$ cat src/hdl/ovng_pkg.sv
// Package for the octave value-noise generator: shared types, constants,
// register map, state encodings and the table-base helper function.
// No dependencies.
package ovng_pkg;

  localparam int unsigned DEF_MAX_OCTAVES   = 4;
  localparam int unsigned DEF_MAX_GRID_LOG2 = 10;
  localparam int unsigned DEF_SAMPLE_BITS   = 16;

  localparam int unsigned PADDR_W = 5;
  localparam int unsigned PDATA_W = 32;

  // register indexes (paddr[4:2])
  localparam logic [2:0] REG_SEED        = 3'd0;
  localparam logic [2:0] REG_PERSISTENCE = 3'd1;
  localparam logic [2:0] REG_AMPLITUDE   = 3'd2;
  localparam logic [2:0] REG_OCTAVES     = 3'd3;
  localparam logic [2:0] REG_GRID_LOG2   = 3'd4;

  localparam logic [31:0] RST_SEED        = 32'd0;
  localparam logic [15:0] RST_PERSISTENCE = 16'd32768;
  localparam logic [15:0] RST_AMPLITUDE   = 16'd256;
  localparam logic [2:0]  RST_OCTAVES     = 3'd4;
  localparam logic [3:0]  RST_GRID_LOG2   = 4'd10;

  localparam logic OP_GENERATE = 1'b0;
  localparam logic OP_POINT    = 1'b1;

  localparam logic [31:0] LCG_MUL  = 32'd1103515245;
  localparam logic [31:0] LCG_INC  = 32'd12345;
  localparam logic [31:0] HASH_K1  = 32'd15731;
  localparam logic [31:0] HASH_K2  = 32'd789221;
  localparam logic [31:0] HASH_K3  = 32'd1376312589;

  typedef struct packed {
    logic        operation;
    logic [10:0] row;
    logic [10:0] column;
  } ovng_in_t;

  typedef struct packed {
    logic [31:0] noise_value;
    logic        tables_ready;
    logic        saturated;
  } ovng_out_t;

  typedef enum logic [3:0] {
    ST_IDLE,
    ST_GEN_START,
    ST_GEN_WAIT,
    ST_OCT,
    ST_RD0,
    ST_RD1,
    ST_RD2,
    ST_RD3,
    ST_RD4,
    ST_HOR,
    ST_VER,
    ST_RND,
    ST_TERM,
    ST_ACC,
    ST_DONE
  } ovng_state_e;

  typedef enum logic [2:0] {
    SMP_IDLE,
    SMP_SQ,
    SMP_MUL1,
    SMP_MUL2,
    SMP_FIN
  } ovng_step_e;

  // first table entry of octave o: 64 * (4^o - 1) / 3
  function automatic logic [31:0] octave_base(input logic [3:0] o);
    logic [31:0] acc;
    acc = '0;
    for (int k = 0; k < 8; k++) begin
      if (4'(k) < o) begin
        acc = acc + (32'd64 << (2 * k));
      end
    end
    return acc;
  endfunction

endpackage

$ cat src/hdl/ovng_sample.sv
// Noise sample source: LCG step followed by the integer noise hash,
// one multiply per cycle. Depends on ovng_pkg.
module ovng_sample
  import ovng_pkg::*;
#(
  parameter int unsigned SAMPLE_BITS = DEF_SAMPLE_BITS
) (
  input  logic                   clk_i,
  input  logic                   rst_ni,
  input  logic                   start_i,
  input  logic [31:0]            lcg_i,
  output logic                   done_o,
  output logic [31:0]            lcg_o,
  output logic [SAMPLE_BITS-1:0] sample_o
);

  localparam int unsigned SH = 31 - SAMPLE_BITS;
  localparam logic [32:0] RND = 33'(1) << (SH - 1);
  localparam logic [32:0] HALF = 33'h0_8000_0000;
  localparam logic [SAMPLE_BITS:0] SMAX = (SAMPLE_BITS+1)'((1 << SAMPLE_BITS) - 1);

  ovng_step_e step_q, step_d;
  logic       done_q;
  logic [31:0] lcg_q, n_q, sq_q, u_q, v_q;
  logic [SAMPLE_BITS-1:0] sample_q;
  logic [14:0] r;
  logic [27:0] n;
  logic [32:0] qw;
  logic [SAMPLE_BITS:0] q;

  assign r  = lcg_q[30:16];
  assign n  = {r, 13'd0} ^ {13'd0, r};
  assign qw = (HALF - {2'b0, v_q[30:0]} + RND) >> SH;
  assign q  = qw[SAMPLE_BITS:0];

  always_comb begin
    step_d = step_q;
    unique case (step_q)
      SMP_IDLE: if (start_i) step_d = SMP_SQ;
      SMP_SQ:   step_d = SMP_MUL1;
      SMP_MUL1: step_d = SMP_MUL2;
      SMP_MUL2: step_d = SMP_FIN;
      SMP_FIN:  step_d = SMP_IDLE;
      default:  step_d = SMP_IDLE;
    endcase
  end

  always_ff @(posedge clk_i or negedge rst_ni) begin
    if (!rst_ni) begin
      step_q <= SMP_IDLE;
      done_q <= 1'b0;
    end else begin
      step_q <= step_d;
      done_q <= (step_q == SMP_FIN);
    end
  end

  always_ff @(posedge clk_i) begin
    unique case (step_q)
      SMP_IDLE: if (start_i) lcg_q <= lcg_i * LCG_MUL + LCG_INC;
      SMP_SQ: begin
        n_q  <= 32'(n);
        sq_q <= 32'(n) * 32'(n);
      end
      SMP_MUL1: u_q <= sq_q * HASH_K1 + HASH_K2;
      SMP_MUL2: v_q <= n_q * u_q + HASH_K3;
      SMP_FIN:  sample_q <= (q > SMAX) ? SMAX[SAMPLE_BITS-1:0] : q[SAMPLE_BITS-1:0];
      default: ;
    endcase
  end

  assign done_o   = done_q;
  assign lcg_o    = lcg_q;
  assign sample_o = sample_q;

endmodule

$ cat config.mk
export PLATFORM = sky130hd
export DESIGN_NAME = ovng_sample
export DESIGN_NICKNAME = d
export VERILOG_FILES = /design/src/hdl/ovng_pkg.sv /design/src/hdl/ovng_sample.sv
export SDC_FILE = /design/constraint.sdc
export NUM_CORES = 2
export LEC_CHECK = 0
export ABC_AREA = 1
export BUFFER_PORTS_ARGS = -buffer_cell sky130_fd_sc_hd__buf_2
export CELL_PAD_IN_SITES_DETAIL_PLACEMENT = 0
export CELL_PAD_IN_SITES_GLOBAL_PLACEMENT = 2
export CORE_MARGIN = 5
export CORE_UTILIZATION = 43
export DETAILED_ROUTE_END_ITERATION = 8
export GPL_ROUTABILITY_DRIVEN = 0
export PLACE_DENSITY_LB_ADDON = 0.1
export SLEW_MARGIN = 5
export SYNTH_ARGS = -nofsm -noshare
export SYNTH_HDL_FRONTEND = slang
export SYNTH_SLANG_ARGS = --single-unit
$ cat constraint.sdc
create_clock -name clk_i -period 7.9 [get_ports clk_i]
set_clock_uncertainty 0.1 [all_clocks]
set_input_delay 0.79 -clock clk_i [delete_from_list [all_inputs] [get_ports clk_i]]
set_output_delay 0.79 -clock clk_i [all_outputs]
set_load 0.01 [all_outputs]
* Word level (Yosys, flattened, before mapping) *
Index checks and enable logic that the tools add are counted.

storage, ports and cells
  register bits after elaboration = 175
  input port bits = 35
  output and inout port bits = 49
  logic and storage cells = 28

operators by class
  $add $sub $neg = 5
  multipliers = 4
  $lt $le $gt $ge = 1
  eq/ne operators = 5
  mux-type cells = 2
  bitwise gates (word level) = 1
  reductions and logical operators = 2

operators by type and width
  operator                  number
  $add A32 B14 Y32 const B  1
  $add A32 B15 Y32 const B  1
  $add A32 B20 Y32 const B  1
  $mul A28 B28 Y32          1
  $mul A28 B32 Y31          1
  $mul A32 B14 Y32 const B  1
  $mul A32 B31 Y32 const B  1
  $sub A32 B31 Y32 const A  1
  $add A31 B31 Y31 const B  1
  $xor A28 B15 Y28          1
  $gt A17 B16 Y1 const B    1
  $pmux W3 S4               1
  $eq A3 B2 Y1 const B      2
  $eq A3 B1 Y1 const B      1
  $eq A3 B3 Y1 const B      1
  $logic_not A3 Y1          1
  $mux W3                   1
  $ne A2 B2 Y1 const B      1
  $reduce_and A2 Y1         1

* Longest topological paths before layout *
  depth in word-level cells = 3
  gate-level depth with buffers = 33
  depth with buffers taken out = 31

* Worst setup path after synthesis *
Ideal clock, no wire load.

  kind = register to register
  start point = reg n_q[15]
  end point = reg v_q[27], data pin
  library setup time = 258 ps
  arrival time = 6271 ps
  data required time = 7542 ps
  path slack = 1270 ps
  stages on the path, launching flop included = 30
  buffers on the path = 2
  period minus slack after synthesis = 6630 ps
  cell sequence = edfxtp_1 -> buf_2 -> buf_1 -> nand2_1 -> fa_1 -> fa_1 -> inv_1 -> fa_1 -> inv_1 -> fa_1 -> fa_1 -> inv_1 -> fa_1 -> fa_1 -> inv_1 -> fa_1 -> inv_1 -> ha_1 -> nand2_1 -> inv_1 -> nand2_1 -> nor3_1 -> nand4_1 -> nand3_1 -> a21o_1 -> nand2_1 -> inv_1 -> nor2_1 -> nand2_1 -> nand2_1

on the way
  longest elaborated chain between the ends = 2

ends and longest elaborated chain
  item                    RTL line           source
  from (decl)             ovng_sample.sv:24  logic [31:0] lcg_q, n_q, sq_q, u_q, v_q;
  from (signal assigned)  ovng_sample.sv:62  n_q <= 32'(n);
  $mul A28 B32 Y31        ovng_sample.sv:66  SMP_MUL2: v_q <= n_q * u_q + HASH_K3;
  $add A31 B31 Y31        ovng_sample.sv:66
  to (signal assigned)    ovng_sample.sv:66
  to (decl)               ovng_sample.sv:24

No other way between the ends.
A chain may end at the register's enable or synchronous reset.

* Worst setup path in the final report *
  start point = reg lcg_q[19] (netlist: lcg_o[19])
  end point = reg sq_q[27], data pin

on the way
  longest elaborated chain between the ends = 2

ends and longest elaborated chain
  item                    RTL line           source
  from (decl)             ovng_sample.sv:24
  from (signal assigned)  ovng_sample.sv:60  SMP_IDLE: if (start_i) lcg_q <= lcg_i * LCG_MUL + LCG_INC;
  $xor A28 B15 Y28        ovng_sample.sv:32  assign n = {r, 13'd0} ^ {13'd0, r};
  $mul A28 B28 Y32        ovng_sample.sv:63  sq_q <= 32'(n) * 32'(n);
  to (signal assigned)    ovng_sample.sv:63
  to (decl)               ovng_sample.sv:24

No other way between the ends.

==> results.txt <==
- After layout, the worst path uses 94.2% of the clock period.
* Die extent in x: 343 microns
* Cell at the slowest stage of the critical path: edfxtp_1
* DRC Markers: 0
* Area of the core: 0.110 sq mm
- The worst pin sits at a relative slew slack of 23.9%.
- The total overflow left after global routing is 0.
- After filler insertion, the fill cell instance count of the layout stands at 11100.
- For this run, the post-layout net count is around 7000.
- The number of clock buffers added by TritonCTS is 17.
- The mapped netlist covers around 0.048 sq mm.
- Worst setup SP type: flop
- Max Transition Viols Final: 0
- Post-synth cell types: 49
- Post_cts resized: 0
- Tmin final: 7.44 ns
- Routed via count: 32200
* R2R depth: 25
- Result of the run: finished, final reports clean
* Length of routed met3 wiring: 4150 microns
- Tightest Hold Check Type: in2reg
* Post-Syn Area per Cell: 9.00 sq um
* Setup repair after global routing missed its margin: no
- Routed length on met1: 60400 microns
- Stage delay of the slowest cell on the critical path: 1.07 ns
- Of all nets on the critical path, the largest fanout is 14.
- The largest total area in the synthesized netlist belongs to fa_1.
* Synthesis-to-layout area growth: 6.49%
- The share of the Yosys chip area taken by registers is 10.0%.
- The worst setup path is captured at a flop.
* Most common cell in the netlist: inv_1
- The die covers 0.117 sq mm.
- Top metal layer carrying routed signals: met4
- By area the synthesized netlist is led by fa_1 43%, ha_1 15%, inv_1 14%.
- Buffers added to address setup during post-CTS repair amount to 0.
* End point of the most critical hold path: step_q[0]
- Setup slack on the worst reg-to-reg path comes out at between 0.4 and 0.5 ns.
- In the routed layout, each cell is associated on average with a via count of 4.68.
- Req. time, crit path: 8.05 ns
* Cell types with the highest counts after synthesis: 1826 x inv_1, 1032 x fa_1, 838 x nand2_1
- In this run the vertical extent of the chip is 343 microns.
* Clock latency of the later-clocked register in the worst-skew pair: 0.50 ns
- Wire length per cell: roughly 19 microns
- CTS tree: done
- Maximum level of the CTS H-tree: 4
* Setup violation total in the final timing report: 0
- Effective utilization at floorplan: 43.2%
* Ant diodes: 0
- Synthesis inferred 159 register bits.
* Family of cells with the greatest summed delay on the critical path: adder cells
- In this run the deepest clock path goes through 2 buffers.
* Top_reg_cell synth: edfxtp_1
- FFs w/ async S/R, synth: 2.52%
- For the pin with the worst max-slew slack, the measured transition is between 1 and 1.5 ns.
- After clock tree synthesis, the clock-pin slew on the worst setup and hold paths is approximately 0.08 ns.
* Yosys warns: 0
* Number of DRC markers after the initial detailed-route iteration: 1753
- Via count of the first global-routing pass: 35500
- The worst setup path is of the reg2reg kind.
- The count of nets left with antenna violations once routing finished came out at 0.
* Half-perimeter wire length of the detailed placement result: 117000 microns
* RR Startpoint: lcg_o[19]
- Wires add up to approximately 130000 microns.
- Reg-to-reg endpoint: sq_q[27]
- Across the run, the number of max-cap violations was 0.
- Synthesis produced a netlist whose cell count is 5282.
- Counting stages on the worst path, the most repeated cell is fa_1.
- Counting flops with a built-in enable in the synthesized netlist gives 155.
- Buffers placed on the I/O ports in this run total 83.
- Cell count of the worst hold path: 3
- Worst hold path startpoint: start_i
* Clock sinks: 159
* Standard-cell row count: 122
- Met2 wire length: 64900 microns
* Router iterations before antenna repair: 6
* Number of failing hold endpoints at the final stage: 0
- Gr usage total: 23.7%
- Share of post-route cells with drive strength above 1: a little over 4%
- Data on the critical path arrives at its endpoint at 7.59 ns.
* Count of buffering cells on the critical path with inverters included: 6
- Io pins: 84
- The first global-routing pass estimated 210000 microns of wire.
- Maximum operating frequency: 134 MHz
* Setup_tns: 0 ns
- Entering global routing, the biggest net connects 48 pins.
- Cell at the root of the clock tree: clkbuf_16
* Initial antenna violation count: 0
* Yosys top cell area share: 43.4%
[worst reg2reg max path: cells and delay by family, from the launching register on]
| kind | cells | cell delay, ns |
|---|---|---|
| buf+inv | 6 | 0.34 |
| compound gates | 1 | 0.20 |
| simple gates | 10 | 1.43 |
| flops | 1 | 1.07 |
| fa+ha+maj | 8 | 4.06 |
[how the worst max path moves through the flow]
stage / endpoint / from / slack, ns / cells after the start
floorplan: v_q[27] / n_q[15] / 1.27 / 29
global placement: sq_q[18] / lcg_o[19] / 0.48 / 21
detailed placement: sq_q[18] / lcg_o[19] / 0.50 / 21
CTS: sq_q[18] / lcg_o[19] / 0.45 / 21
global route: sq_q[27] / lcg_o[19] / 0.06 / 27
finish: sq_q[27] / lcg_o[19] / 0.46 / 25
[routing by layer]
metal / GRT usage, % / vias to the layer above
met5: 0 / -
li1: - / 15300
met1: 33.1 / 16300
met4: 4.33 / 0
met3: 2.28 / 91
met2: 40.7 / 477
[layout make-up]
type,instances,area (sq um),area share [%]
repair buffers,155,971,1.92
flip-flops and latches,159,4750,9.39
well taps,1488,1860,3.68
clock buffers,17,425,0.840
multi-input cells,3213,35600,70.2
clock inverters,15,189,0.373
inverters,1829,6870,13.6
[registers in the layout, summed over array words and instances, names as in the netlist]
signal    count
lcg_o        32
done_o        1
step_q        3
v_q          31
sq_q         30
u_q          30
sample_o     16
n_q          16
[logic make-up after synthesis]
kind of cell	share of synthesized area, %
buffers and inverters	15.4
adder cells (fa/ha/maj)	58.3
AND/OR/NAND/NOR	9.80
AO/OA/AOI/OAI	3.08
XOR/XNOR	3.39
flip-flops	10.0
other	0.0158
[per-stage QoR]
stage | setup slack, ns | hold slack (ns) | std cells | util (%) | cell area (sq um)
global placement | 0.481 | 0.451 | 6843 | 45.4 | 50000
detailed placement | 0.496 | 0.459 | 6843 | 45.4 | 50000
floorplan | 1.27 | 0.349 | 5301 | - | 47600
finish | 0.460 | 0.440 | 6876 | 46.0 | 50600
global route | 0.0605 | 0.442 | 6876 | 46.0 | 50600
CTS | 0.454 | 0.400 | 6876 | 46.0 | 50600
[repair_timing]
| action | CTS | global route |
|---|---|---|
| hold buffers | 1 | 0 |
| setup endpoints to repair | 0 | 0 |
| hold endpoints to repair | 4 | 0 |
[layout by cell type, fill, tap and decap left out, drive strengths merged, types with 20 or more instances in the layout]
cell type / count
a21oi: 111
nor2: 144
xor2: 116
nor3: 23
conb: 21
inv: 1837
a21o: 20
buf: 154
nand3: 93
xnor2: 68
nand2: 842
ha: 566
edfxtp: 155
o21ai: 79
fa: 1032
Power is left out: the tool's default activity adds up to more than one toggle a clock period on the data nets, which glitch-free logic cannot reach.
